**src/rtl/pmsp_pkg.sv**
```systemverilog
package pmsp_pkg;

   localparam int unsigned TickW   = 24;
   localparam int unsigned PeriodW = 32;
   localparam int unsigned TimeW   = 26;

   localparam logic [TickW-1:0]   TICK_MAX   = '1;
   localparam logic [PeriodW-1:0] PERIOD_MAX = '1;

   // Register indexes on the configuration port.
   localparam logic [2:0] REG_R_TICKS   = 3'd0;
   localparam logic [2:0] REG_FI_TICKS  = 3'd1;
   localparam logic [2:0] REG_R_DRIFT   = 3'd2;
   localparam logic [2:0] REG_MIN_R     = 3'd3;
   localparam logic [2:0] REG_MIN_FI    = 3'd4;

   // Payload that moves from one cell of the chain to the next.
   typedef struct packed {
      logic        vld;
      logic [23:0] ar;
      logic [23:0] af;
      logic        r_neg;
      logic        fi_pos;
      logic [25:0] t;
      logic [49:0] rt_prod;    // ar * r_coef
      logic [43:0] mm;         // af * drift
      logic [47:0] fi_prod;    // af * fi_coef
      logic [67:0] corr_prod;  // mm[21:0] * r_coef, low half of mm * r_coef
      logic [23:0] r_ticks;
      logic        r_dir;
      logic [23:0] fi_ticks;
      logic [26:0] num_r;      // t + r_ticks
      logic [26:0] num_fi;
      logic [24:0] den_r;      // 2 * r_ticks
      logic [24:0] den_fi;
      logic [26:0] rem_r;
      logic [26:0] rem_fi;
      logic [31:0] rp;
      logic [31:0] fp;
      logic [47:0] sc_num;     // other * minimum
      logic [31:0] sc_den;
      logic [47:0] sc_rem;
      logic [47:0] sc_q;
   } cell_data_type;

   typedef struct packed {
      logic [23:0] r_coef;
      logic [23:0] fi_coef;
      logic [19:0] drift;
      logic [15:0] min_r;
      logic [15:0] min_fi;
   } cfg_type;

endpackage

```
**src/rtl/pmsp_scale_cell.sv**
```systemverilog
// One restoring step of other * minimum / period.
module pmsp_scale_cell #(
   parameter int unsigned BitIdx = 0
) (
   input  logic                   clock,
   input  logic                   reset,
   input  logic                   adv,
   input  pmsp_pkg::cell_data_type d_in,
   output pmsp_pkg::cell_data_type d_out
);
   pmsp_pkg::cell_data_type d_ff, d_in_c;
   logic [96:0] tq;

   always_comb begin
      d_in_c = d_in;
      tq = {49'd0, d_in.sc_rem} - ({65'd0, d_in.sc_den} << BitIdx);
      if (!tq[96]) begin
         d_in_c.sc_rem = tq[47:0];
         d_in_c.sc_q[BitIdx] = 1'b1;
      end
   end

   always_ff @(posedge clock) begin
      if (reset) d_ff.vld <= 1'b0;
      else if (adv) d_ff.vld <= d_in.vld;
      if (adv) d_ff[$bits(d_ff)-2:0] <= d_in_c[$bits(d_ff)-2:0];
   end
   assign d_out = d_ff;
endmodule

```
**config.mk**
```make
export PLATFORM = sky130hd
export DESIGN_NAME = pmsp_scale_cell
export DESIGN_NICKNAME = d
export VERILOG_FILES = /design/src/rtl/pmsp_pkg.sv /design/src/rtl/pmsp_scale_cell.sv
export SDC_FILE = /design/constraint.sdc
export NUM_CORES = 1
export LEC_CHECK = 0
export BUFFER_PORTS_ARGS = -buffer_cell sky130_fd_sc_hd__buf_2
export CORE_AREA = 3 3 569 571
export DETAILED_ROUTE_END_ITERATION = 16
export DIE_AREA = 0 0 572 574
export GPL_TIMING_DRIVEN = 0
export PLACE_DENSITY = 0.34
export SLEW_MARGIN = 5
export SYNTH_ARGS = -nofsm -noshare
export SYNTH_HDL_FRONTEND = slang
export SYNTH_SLANG_ARGS = --single-unit
export TNS_END_PERCENT = 20
```
**constraint.sdc**
```tcl
create_clock -name clock -period 5.5 [get_ports clock]
set_input_delay 1.375 -clock clock [delete_from_list [all_inputs] [get_ports clock]]
set_output_delay 1.375 -clock clock [all_outputs]
set_load 0.05 [all_outputs]
```
## Word-level counts from Yosys, hierarchy flattened

Cells that the tools add are included.

| cells by class | value |
|---|---|
| $add $sub $neg | 1 |
| mux-type cells | 1 |

Operator list:

| kind | number |
|---|---|
| $sub A48 B32 Y49 | 1 |
| $mux W48 | 1 |

| storage, ports and cells | value |
|---|---|
| register bits after elaboration | 734 |
| input port bits | 737 |
| word-level logic and storage cells | 28 |

## Logic depth before layout (Yosys ltp)

| depth | value |
|---|---|
| word-level depth | 2 |
| mapped depth | 13 |
| mapped depth without buffers | 11 |

## Worst setup path before layout

No wires, ideal clock.

| path | value |
|---|---|
| path kind | input -> register |
| start | input port d_in[99] (netlist bit) |
| end | register d_ff (netlist bit d_out[73]), data pin |
| setup time | 0.260 ns |
| data arrival time | 3.618 ns |
| required time | 5.240 ns |
| setup slack | 1.621 ns |
| cell stages on the path | 10 |
| path buffers | 0 |
| path through | inv_1 ha_1 and2_1 a221oi_1 a211oi_1 a211oi_4 a31oi_1 a2111o_1 a211oi_1 nor3_1 |

RTL lines:

| item | RTL line | source |
|---|---|---|
| from (decl) | pmsp_scale_cell.sv:8 | `input pmsp_pkg::cell_data_type d_in,` |
| to (signal, indexed assignment) | pmsp_scale_cell.sv:26 | `if (adv) d_ff[$bits(d_ff)-2:0] <= d_in_c[$bits(d_ff)-2:0];` |
| to (decl) | pmsp_scale_cell.sv:11 | `pmsp_pkg::cell_data_type d_ff, d_in_c;` |

==> results.tsv <==
metric	value	unit
Synth Flop Type	edfxtp_1	
syn_area_per_cell	21.3	um^2
Tmin final	4.05	ns
root buf cell	clkbuf_16	
Core Rows	207	
Synth Net Count	1928	
pwr/cell area	431	nW/um^2
Slew @ Worst Pin	0.766	ns
initial antenna violation count	295	
status	finished, final reports clean	
#FFs+latches synth	734	
cts-stage hold buffer count	0	
pin count of the biggest net entering global routing	95	
Tcrit/Tclk final	73.6	%
number of nets with antenna violations after detailed routing	0	
max reg flops	734	
layout cells sized above 1	58.6	%
initial DRC count	1093	
hold path depth	2	
post-DR wirelength/cell	33.4	um
worst-path fanout max	10	
utilization after layout	13.0	%
post-synthesis sequential area ratio	89.2	%
num ports	1471	
Worst-path clk slew	0.06	ns
via count	19000	
Bufs on Longest Clock Path	4	
GPL Wtd Cong	0.900	
Post-Route WL	236	mm
worst relative slew slack	47.6	%
Max-Cap Viols	0	
post-synthesis async set-or-reset flop share	0	%
commonest non-fill, non-tap cell in the layout	buf_2	
Levels on crit path	13	
met1 wire length	80.4	mm
Port-buffer cells	1470	
CP bufs+invs	3	
vias in the first global route	19300	
Critical Path, Cell by Cell	buf_2 -> inv_1 -> ha_1 -> fa_1 -> nand2b_1 -> a21oi_1 -> o211a_1 -> o31ai_1 -> a21oi_2 -> nor2_4 -> buf_6 -> a2111oi_0 -> xor2_1	
Die X	572	um
Synth warnings	0	
RSZ-0062 raised after global routing	false	
Worst-Skew Late Latency	0.84	ns
H-tree levels	3	
CP max-delay cell	a2111oi_0	
CP Capture Type	register	
Post-synth EDFFs	733	
GR Overflow Total	0	
Yosys top cell area share	89.1	%
setup violators final	0	
post-synth top area cell	edfxtp_1	
top layer in use	met5	
clk sinks	734	
VDD IR-drop max	0.228	mV
Pre-antenna DRT Iters	5	
FILL cells	35900	
P_leak	16.1	nW
crit-path leading delay family	compound AO/OA/AOI/OAI gates	
Sequential cell area	22000	um^2
setup bufs post-CTS	0	
slack of the critical path	1.45	ns
CP Class	primary input to register	
P&R area growth vs syn	67.8	%
global-route wire length before repair	276	mm
Max stage delay on crit path	0.67	ns
post-synthesis cell area	24700	um^2
fmax	247	MHz
TritonCTS clock tree	done	
synth unique cells	63	
WP data required	6.02	ns
Core ar.	318000	um^2
post-place setup slack	0.554	ns
DIE AREA	328000	um^2
Die Height	574	um
Hold Crit Class	register to register	
Initial Utilization	7.76	%
Worst Reg-to-Reg Cells	2	
metal2 WL	106	mm
met3 routed WL	43.1	mm
top cells by area, synth	edfxtp_1 89%, ha_1 1.6%, o21ai_0 1.0%	
Startpoint Class	primary input	
CTS Buf Count	113	
nets@finish	3522	
Syn Inst Count	1158	
crit path DAT	4.57	ns
hpwl dp	208	mm
Vias/cell	2.69	
footprint of the multi-input gates	2420	um^2
Max Clock Skew	0	ns
GRT Total Usage	13.8	%
commonest non-fill, non-tap cells in the layout	1474 x buf_2, 733 x edfxtp_1, 115 x clkbuf_16	
CTS resizes	0	
drt drc	0	
Final Hold Viols	0	
Slew Limit Fails	0	
==> tightest hold or removal path, delay by kind of cell, from the launching register on <==
kind | cells | cell delay (ns)
simple gates | 1 | 0.08
mux | 1 | 0.06
flops | 1 | 0.32
==> logic make-up (layout without fill, tap and decap cells) <==
| group | count (synthesis) | in the layout | synth area share [%] |
|---|---|---|---|
| AOI/OAI and AO/OA | 139 | 139 | 3.53 |
| xor gates and xnor gates | 42 | 42 | 1.49 |
| adders and majority gates | 33 | 33 | 1.70 |
| buffers and inverters | 59 | 1744 | 0.968 |
| DFF | 734 | 734 | 89.2 |
| muxes | 2 | 2 | 0.0861 |
| other | 0 | 50 | 0 |
| and+or+nand+nor | 149 | 149 | 2.99 |
==> synth_stat cells, types with 8 or more instances <==
library cell and count:
edfxtp_1 733, nand2_1 58, o21ai_0 51, inv_1 43
a21oi_1 34, ha_1 32, nor2_1 24, xor2_1 24
xnor2_1 18, nor3_1 17, clkbuf_1 9, a21o_1 8
==> metrics by stage <==
step                      instance area [um^2]  hold slack (ns)  instances  TNS [ns]  total power [mW]
final                                    41400            0.497       7073         0              17.8
after global routing                     41400            0.544       7056         0              18.7
after CTS                                41300            0.499       7023         0              18.4
after detailed placement                 37500            0.485       6817         0              10.5
after global placement                   37300            0.492       6808  -8045.85              10.6
after floorplan                          24700            0.733       1158         0              8.77
==> cell type report <==
| cell class | instances | area share, % |
|---|---|---|
| Sequential cell | 734 | 53.2 |
| Multi-Input combinational cell | 365 | 5.84 |
| Timing Repair Buffer | 1479 | 18.4 |
| Tap cell | 4180 | 12.6 |
| Clock buffer | 137 | 7.15 |
| Buffer | 16 | 0.187 |
| Antenna cell | 50 | 0.302 |
| Inverter | 43 | 0.390 |
| Clock inverter | 69 | 1.95 |
==> power by group <==
part | switching [mW] | total [mW] | internal (mW)
combinational | 2.81 | 3.41 | 0.601
sequential | 0.138 | 6.83 | 6.69
clock | 3.03 | 7.60 | 4.57
total | 5.98 | 17.8 | 11.9
==> final timing paths <==
check                           startpoint         end  slack (ns)
worst min-delay path            d_out[733]  d_out[733]        0.50
worst max register to register  d_out[733]  d_out[733]        4.92
worst max-delay path              d_in[48]   d_out[91]        1.45
worst min register to register  d_out[733]  d_out[733]        0.50
==> metal layers <==
metal	vias up	track usage, %
met5	-	0
met3	548	10.9
met4	40	2.51
met1	8983	13.9
li1	7864	-
met2	1582	22.5
(Power assumes the default switching activity.)
