**config.mk**
```make
export PLATFORM = sky130hd
export DESIGN_NAME = pmsp_div_cell
export DESIGN_NICKNAME = d
export VERILOG_FILES = /design/src/rtl/pmsp_pkg.sv /design/src/rtl/pmsp_div_cell.sv
export SDC_FILE = /design/constraint.sdc
export NUM_CORES = 1
export LEC_CHECK = 0
export BUFFER_PORTS_ARGS = -buffer_cell sky130_fd_sc_hd__buf_2
export CORE_AREA = 2 2 570 572
export CTS_BUF_LIST = sky130_fd_sc_hd__clkbuf_8 sky130_fd_sc_hd__clkbuf_16
export CTS_CLUSTER_DIAMETER = 30
export DETAILED_ROUTE_END_ITERATION = 16
export DIE_AREA = 0 0 572 574
export PLACE_DENSITY_LB_ADDON = 0.1
export RECOVER_POWER = 50
export SYNTH_ARGS = -nofsm -noshare
export SYNTH_HDL_FRONTEND = slang
export SYNTH_SLANG_ARGS = --single-unit
```
**constraint.sdc**
```tcl
create_clock -name clock -period 3.55 [get_ports clock]
set_input_delay 0 -clock clock [delete_from_list [all_inputs] [get_ports clock]]
set_output_delay 0 -clock clock [all_outputs]
set_load 0.03 [all_outputs]
```
**src/rtl/pmsp_pkg.sv**
```systemverilog
package pmsp_pkg;

   localparam int unsigned TickW   = 24;
   localparam int unsigned PeriodW = 32;
   localparam int unsigned TimeW   = 26;

   localparam logic [TickW-1:0]   TICK_MAX   = '1;
   localparam logic [PeriodW-1:0] PERIOD_MAX = '1;

   // Register indexes on the configuration port.
   localparam logic [2:0] REG_R_TICKS   = 3'd0;
   localparam logic [2:0] REG_FI_TICKS  = 3'd1;
   localparam logic [2:0] REG_R_DRIFT   = 3'd2;
   localparam logic [2:0] REG_MIN_R     = 3'd3;
   localparam logic [2:0] REG_MIN_FI    = 3'd4;

   // Payload that moves from one cell of the chain to the next.
   typedef struct packed {
      logic        vld;
      logic [23:0] ar;
      logic [23:0] af;
      logic        r_neg;
      logic        fi_pos;
      logic [25:0] t;
      logic [49:0] rt_prod;    // ar * r_coef
      logic [43:0] mm;         // af * drift
      logic [47:0] fi_prod;    // af * fi_coef
      logic [67:0] corr_prod;  // mm[21:0] * r_coef, low half of mm * r_coef
      logic [23:0] r_ticks;
      logic        r_dir;
      logic [23:0] fi_ticks;
      logic [26:0] num_r;      // t + r_ticks
      logic [26:0] num_fi;
      logic [24:0] den_r;      // 2 * r_ticks
      logic [24:0] den_fi;
      logic [26:0] rem_r;
      logic [26:0] rem_fi;
      logic [31:0] rp;
      logic [31:0] fp;
      logic [47:0] sc_num;     // other * minimum
      logic [31:0] sc_den;
      logic [47:0] sc_rem;
      logic [47:0] sc_q;
   } cell_data_type;

   typedef struct packed {
      logic [23:0] r_coef;
      logic [23:0] fi_coef;
      logic [19:0] drift;
      logic [15:0] min_r;
      logic [15:0] min_fi;
   } cfg_type;

endpackage

```
**src/rtl/pmsp_div_cell.sv**
```systemverilog
// One restoring division step for both period dividers (n-th quotient bit from top).
module pmsp_div_cell #(
   parameter int unsigned BitIdx = 0
) (
   input  logic                   clock,
   input  logic                   reset,
   input  logic                   adv,
   input  pmsp_pkg::cell_data_type d_in,
   output pmsp_pkg::cell_data_type d_out
);
   pmsp_pkg::cell_data_type d_ff, d_in_c;
   logic [52:0] tr, tf;

   always_comb begin
      d_in_c = d_in;
      tr = {26'd0, d_in.rem_r} - ({28'd0, d_in.den_r} << BitIdx);
      tf = {26'd0, d_in.rem_fi} - ({28'd0, d_in.den_fi} << BitIdx);
      if (!tr[52]) begin
         d_in_c.rem_r = tr[26:0];
         d_in_c.rp[BitIdx] = 1'b1;
      end
      if (!tf[52]) begin
         d_in_c.rem_fi = tf[26:0];
         d_in_c.fp[BitIdx] = 1'b1;
      end
   end

   always_ff @(posedge clock) begin
      if (reset) d_ff.vld <= 1'b0;
      else if (adv) d_ff.vld <= d_in.vld;
      if (adv) d_ff[$bits(d_ff)-2:0] <= d_in_c[$bits(d_ff)-2:0];
   end
   assign d_out = d_ff;
endmodule

```
After elaboration in Yosys (flattened, before gate mapping)

Index checks and enable logic that the tools add are counted.

Flip-flop bits (word level): 734
Bits of input ports: 737
Output and inout port bits: 734
Logic and storage cells: 31

$add $sub $neg: 2
Multiplexer cells: 2

Operators with widths:

| kind                                           | number |
|---|---|
| 27-bit by 25-bit subtractor with 28-bit output | 2 |
| 27-bit 2-to-1 mux                              | 2 |

Logic depth before layout (Yosys ltp)

Gate-level depths: netlist of the first run.

Depth after elaboration: 2
Depth in mapped cells: 12
Mapped depth without buffers: 12

Least setup slack after synthesis of the first run

No wires, ideal clock.

Path type: input -> register
Start: in d_in[267] (netlist bit)
End: reg d_ff, in the netlist d_out[291], data pin
Setup time: 0.261 ns
Arrival time: 2.189 ns
Required time: 3.289 ns
Path slack: 1.101 ns
Cell stages on the path: 12
Path buffers: 0
Cell sequence: inv_1 -> ha_1 -> inv_1 -> fa_1 -> a21o_1 -> nand4_1 -> a31oi_1 -> a311oi_2 -> o41ai_2 -> o31a_1 -> xor2_1 -> a221o_1

RTL lines:

| what                            | line                | text |
|---|---|---|
| from (decl)                     | pmsp_div_cell.sv:8  | `input pmsp_pkg::cell_data_type d_in,` |
| to (signal, indexed assignment) | pmsp_div_cell.sv:31 | `if (adv) d_ff[$bits(d_ff)-2:0] <= d_in_c[$bits(d_ff)-2:0];` |
| to (decl)                       | pmsp_div_cell.sv:11 | `pmsp_pkg::cell_data_type d_ff, d_in_c;` |

==> results.toml, run 1 <==
[detailed_routing]
ant_nets = 0
via_per_inst = 2.83
wire_per_inst_um = 22.6
wl_um = 206000
num_vias = 25778
dr.pass1.iters = 5
drtIter0Drc = 1233
drc = 0

[clock_network]
clk_pin_slew_ps = 40
insertion_delay_ps = 870
postCtsSetupBuffers = 0
ctsHtreeMaxLevel = 5
clockBufferDepth = 4
clock-sinks = 734
cts-root-buf = "clkbuf_16"
cts_tree = "yes"
numCtsBuffers = 303

[synthesis]
synthMuxAreaShare_pct = 0.655
synth_xor_area_share_pct = 1.52
yosys_warnings = 0
syn-num-nets = 2032
synthFlopType = "edfxtp_1"
synthCells = 1243
synth_area_sq_mm = 0.0254
avgSynthCellArea_sq_um = 20.4
ys_seq_area_share_pct = 86.7
postSynth.asyncResetShare_pct = 0
yosys.area_share.simple_pct = 2.63
synth_compound_area_share_pct = 4.53
synthAdderAreaFrac_pct = 2.62
ys_ff_latch = 734
synth_edf_count = 733
synth_top_family_by_area = "compound AO/OA/AOI/OAI gates"
synth.distinct_cells = 56

[timing]
relSlewSlack_pct = -66.9
post-route-period-util_pct = 97.4
clock_skew_ps = 0
hold_viol_final = 0
rsz0062_at_grt = "yes"
setup_viol = 0
tightestPinTransition_ps = 2500
fmax_mhz = 289
slew_violations = 60
worst_slack_ps = 93.8
period_needed_ps = 3460

[setup_path]
cp-end-kind = "flop"
worstPathArrival_ps = 4040
start_kind = "input port"
critPathRequiredTime_ps = 4130
path_class = "input port to flop"
critical_path_peak_fanout = 26

[placed_design]
dp.cells = 7057
gp_congestion = 0.878
post-place-ws_ps = 241
port-buffer-count = 1470
dp_hpwl_um = 168000
place_area_sq_mm = 0.0386

[global_route]
antenna_found_initial = 104
grt_max_degree = 72
grt_pass1_vias = 27855
grt_usage_pct = 12.0
overflow = 0
grt_pass1_wl_um = 262000

[finish]
fin_area_sq_mm = 0.0624
largest_register_ffs = 734
nets = 5300
drive_gt1_share_pct = 38.2
instances_no_fill = 9107
multiInputGateArea_sq_mm = 0.00308
post-route-util_pct = 19.3
area_delta_synth_final_pct = 146
regArea_sq_mm = 0.0220
fillers = 35658

[run_status]
status = "finished, violations left"
failed_checks = "capacitance limit, slew limit"

[pwr]
p_sw_share_pct = 28.1
internal-power_mw = 28.7
power_frac_clock_pct = 58.8
pwr-share-seq_pct = 27.1
combinationalPowerShare_pct = 14.1
p_sw_mw = 11.2
irDropWorstVdd_mv = 0.542
p_leak_nw = 25.4
p_per_area_mw_per_mm2 = 639
power_mw = 39.9

[floorplanning]
die_x_um = 572
rows = 209
start_util_pct = 7.88
dieArea_sq_mm = 0.328
design.core.area_sq_mm = 0.323
fp.dieH_um = 574
num_io_pins = 1471

[worst_hold_path]
min_path_type = "input port to flop"

[job]
drv_cap = 1
==> critical path, stage by stage <==
cell and delay, ps:
dlygate4sd3_1 570, buf_2 160, ha_1 280, nor2b_1 140, o31a_1 300, a21oi_2 390
a2111oi_4 190, nand4b_4 240, a311oi_4 560, buf_12 250, mux2_2 350, dlygate4sd3_1 550
==> logic make-up after synthesis <==
group / after synthesis
compound gates: 175
xor+xnor: 44
flops: 734
buf+inv: 81
fa+ha+maj: 52
simple gates: 142
mux: 15
==> final timing paths <==
path,start,endpoint,slack [ps],depth (start not counted)
worst max-delay path,d_in[268],d_out[275]$_DFFE_PP_,90,12
worst min-delay path,d_in[22],d_out[22]$_DFFE_PP_,100,2
worst max register to register,d_out[733]$_SDFFE_PP0P_,d_out[733]$_SDFFE_PP0P_,2410,3
worst min register to register,d_out[733]$_SDFFE_PP0P_,d_out[733]$_SDFFE_PP0P_,1040,3
==> timing repair <==
| action | 4_1_cts | 5_1_grt |
|---|---|---|
| hold buffers | 1474 | 0 |
| setup endpoints to repair | 0 | 9 |
| hold endpoints to repair | 967 | 0 |
| resized for setup | 0 | 4 |
==> power groups by stage <==
stage               Sequential (mW)  Combinational (mW)  Clock [mW]
detailed placement             10.9                4.35           0
finish                         10.8                5.61        23.4
global placement               11.0                4.40           0
global route                   10.9                5.98        24.6
floorplan                      12.3               0.519           0
CTS                            10.8                5.81        24.1
==> stage by stage <==
| stage | hold WS, ps | TNS (ps) |
|---|---|---|
| final | 103 | 0 |
| after global routing | 43.2 | -30.2 |
| after CTS | 10.5 | 0 |
| after detailed placement | 178 | 0 |
| after global placement | 176 | 0 |
| after floorplan | 72.4 | 0 |
==> synthesized netlist by cell type (4+ instances only) <==
cell type	count	area (sq um)
nand3_1	14	70.1
buf_2	4	20.0
inv_1	61	229
o21ai_0	31	155
clkbuf_1	9	33.8
a21oi_1	61	305
xnor2_1	26	228
xor2_1	18	158
ha_1	50	626
o21ai_1	4	20.0
nand2b_1	8	50.1
a21o_1	14	105
edfxtp_1	733	22000
o21a_1	12	90.1
a31oi_1	7	43.8
o211ai_1	8	60.1
o21bai_1	5	37.5
nand2_1	53	199
nor2b_1	7	43.8
nor3_1	6	30.0
buf_6	4	45.0
mux2_2	13	146
nand4_1	9	56.3
nor2_1	33	124
==> cell usage in the layout (no fill, tap or decap), types with 4 or more instances in the layout <==
| cell type | count |
|---|---|
| a21o_1 | 14 |
| a21oi_1 | 60 |
| a31oi_1 | 7 |
| buf_12 | 7 |
| buf_2 | 1381 |
| buf_4 | 16 |
| bufinv_16 | 10 |
| clkbuf_1 | 96 |
| clkbuf_16 | 306 |
| clkbuf_2 | 4 |
| clkbuf_4 | 5 |
| clkinv_1 | 87 |
| clkinv_16 | 7 |
| clkinv_2 | 30 |
| diode_2 | 42 |
| dlygate4sd3_1 | 1474 |
| edfxtp_1 | 733 |
| ha_1 | 50 |
| inv_1 | 138 |
| inv_16 | 10 |
| inv_6 | 5 |
| mux2_2 | 13 |
| nand2_1 | 53 |
| nand2b_1 | 8 |
| nand3_1 | 14 |
| nand4_1 | 9 |
| nor2_1 | 33 |
| nor2b_1 | 7 |
| nor3_1 | 6 |
| o211ai_1 | 8 |
| o21a_1 | 12 |
| o21ai_0 | 31 |
| o21ai_1 | 4 |
| o21bai_1 | 5 |
| xnor2_1 | 26 |
| xor2_1 | 18 |
==> area by class of cell <==
type / count / area share [%]
inverter: 61 / 0.367
clock buffer: 306 / 12.3
sequential: 734 / 35.3
timing repair buffer: 2983 / 35.8
antenna: 42 / 0.168
multi-input combinational: 428 / 4.93
tap: 4325 / 8.67
clock inverter: 228 / 2.49
==> routing by layer <==
metal	global-route usage (%)	part of all wire [%]	vias up
met1	14.3	41	12531
met5	0	0.041	-
met2	19.7	46	1266
met4	3.36	2.5	14
met3	4.99	10	364
li1	-	-	11603
Note: power is estimated with default switching activity, not from simulation.
==> run 2, diff against run 1 <==
--- a/config.mk
+++ b/config.mk
@@ -12,7 +12,6 @@
 export DETAILED_ROUTE_END_ITERATION = 16
 export DIE_AREA = 0 0 572 574
 export PLACE_DENSITY_LB_ADDON = 0.1
-export RECOVER_POWER = 50
 export SYNTH_ARGS = -nofsm -noshare
 export SYNTH_HDL_FRONTEND = slang
 export SYNTH_SLANG_ARGS = --single-unit
==> run 2 against run 1 <==
The flow now finishes without violations. Die area unchanged. Register-to-register slack about the same. Fmax about the same. Combinational power about the same. First-iteration DRC count up 2.1%. Power about the same. Clock-buffer cell count unchanged. Wire length about the same. Non-clock buffer count unchanged. Final cell count about the same. Utilization up 0.077 points. Sequential cell count unchanged. Critical endpoint unchanged.
==> results.toml, run 2 (same netlist as run 1, synthesis figures left out) <==
[detailed_routing]
wl_um = 206000
via_per_inst = 2.82
num_vias = 25721
wire_per_inst_um = 22.6
drc = 0
dr.pass1.iters = 5
drtIter0Drc = 1259
ant_nets = 0

[finish]
largest_register_ffs = 734
drive_gt1_share_pct = 40.3
fin_area_sq_mm = 0.0627
nets = 5300
instances_no_fill = 9108
layout_commonest_cell = "dlygate4sd3_1"
final_cell_mix = "dlygate4sd3_1 (1474), buf_2 (1469), edfxtp_1 (733), clkbuf_16 (306), inv_1 (138)"
area_delta_synth_final_pct = 147

[clock_network]
cts_tree = "yes"
postCtsSetupBuffers = 0
numCtsBuffers = 303
cts-root-buf = "clkbuf_16"
ctsHtreeMaxLevel = 5
clk_pin_slew_ps = 40
clockBufferDepth = 4
clock-sinks = 734
insertion_delay_ps = 870

[worst_hold_path]
min_from = "d_in[22]"
hold_depth = 2
min_to = "d_out[22]$_DFFE_PP_"
min_path_type = "input port to flop"

[floorplanning]
rows = 209
fp.dieH_um = 574
num_io_pins = 1471
dieArea_sq_mm = 0.328
design.core.area_sq_mm = 0.323
start_util_pct = 7.88
die_x_um = 572

[run_status]
status = "finished clean"

[timing]
clock_skew_ps = 0
slew_violations = 0
relSlewSlack_pct = 35.9
hold_viol_final = 0
tightestPinTransition_ps = 961
fmax_mhz = 289
rsz0062_at_grt = "yes"
post-route-period-util_pct = 97.4
period_needed_ps = 3460
setup_viol = 0

[placed_design]
gp_congestion = 0.878
dp.cells = 7057
port-buffer-count = 1470
dp_hpwl_um = 168000
place_area_sq_mm = 0.0386

[setup_path]
regToRegSetupSlack_ps = 2410
r2r-end = "d_out[733]$_SDFFE_PP0P_"
worstPathArrival_ps = 4040
path_class = "input port to flop"
r2r_cells = 3
critical_path_peak_fanout = 26
start_kind = "input port"
cp-end-kind = "flop"
critPathRequiredTime_ps = 4130
r2r-start = "d_out[733]$_SDFFE_PP0P_"

[pwr]
p_per_area_mw_per_mm2 = 637
irDropWorstVdd_mv = 0.541
power_mw = 39.9
p_leak_nw = 25.7

[global_route]
grt_pass1_wl_um = 262000
grt_usage_pct = 12.0
grt_pass1_vias = 27855
antenna_found_initial = 104
grt_max_degree = 72
overflow = 0

[job]
drv_cap = 0
==> run 2: area by class of cell <==
cell class                 count  area, sq um
antenna                       43          108
clock buffer                 306         7660
clock inverter               228         1550
fill                       35609       260000
inverter                      61          229
multi-input combinational    428         3080
sequential                   734        22000
tap                         4325         5410
timing repair buffer        2983        22600
==> run 2: per-stage QoR <==
step                      utilization, %  hold WS (ps)  setup TNS [ps]  worst slack (ps)
after global placement              11.9           176               0               203
after global routing                19.4          26.2           -18.1             -18.1
final                               19.4          35.2               0              93.5
after floorplan                        -          72.4               0              1100
after detailed placement            11.9           178               0               241
after CTS                           19.4          10.5               0              22.0
==> run 2: report_power, final <==
part / leakage (nW) / internal (mW) / switching [mW]
sequential: 7.18 / 10.4 / 0.362
clock: 4.79 / 16.1 / 7.38
combinational: 13.7 / 2.19 / 3.45
==> run 2: metal layers <==
layer	track usage [%]	wire length, um	vias to the layer above
li1	-	-	11603
met1	14.3	84900	12471
met2	19.7	95000	1274
met3	4.99	21000	359
met4	3.36	5130	14
met5	0	84	-
==> run 2: timing repair <==
item                        CTS  global route
resized for setup             0             4
hold endpoints to repair    967             0
setup endpoints to repair     0             9
hold buffers               1474             0
==> run 2: critical path: stages <==
cell	delay, ps
dlygate4sd3_1	570
buf_2	160
ha_1	280
nor2b_1	140
o31a_1	300
a21oi_2	390
a2111oi_4	190
nand4b_4	240
a311oi_4	560
buf_12	250
mux2_2	350
dlygate4sd3_1	550
==> run 2: worst max path at each step <==
stage / start / end / slack [ps] / cells past startpoint
floorplan: d_in[267] / d_out[291]$_DFFE_PP_ / 1100 / 12
global placement: d_in[279] / d_out[275]$_DFFE_PP_ / 200 / 10
detailed placement: d_in[279] / d_out[268]$_DFFE_PP_ / 240 / 10
CTS: d_in[331] / d_out[275]$_DFFE_PP_ / 20 / 13
global route: d_in[320] / d_out[275]$_DFFE_PP_ / -20 / 13
finish: d_in[268] / d_out[275]$_DFFE_PP_ / 90 / 12
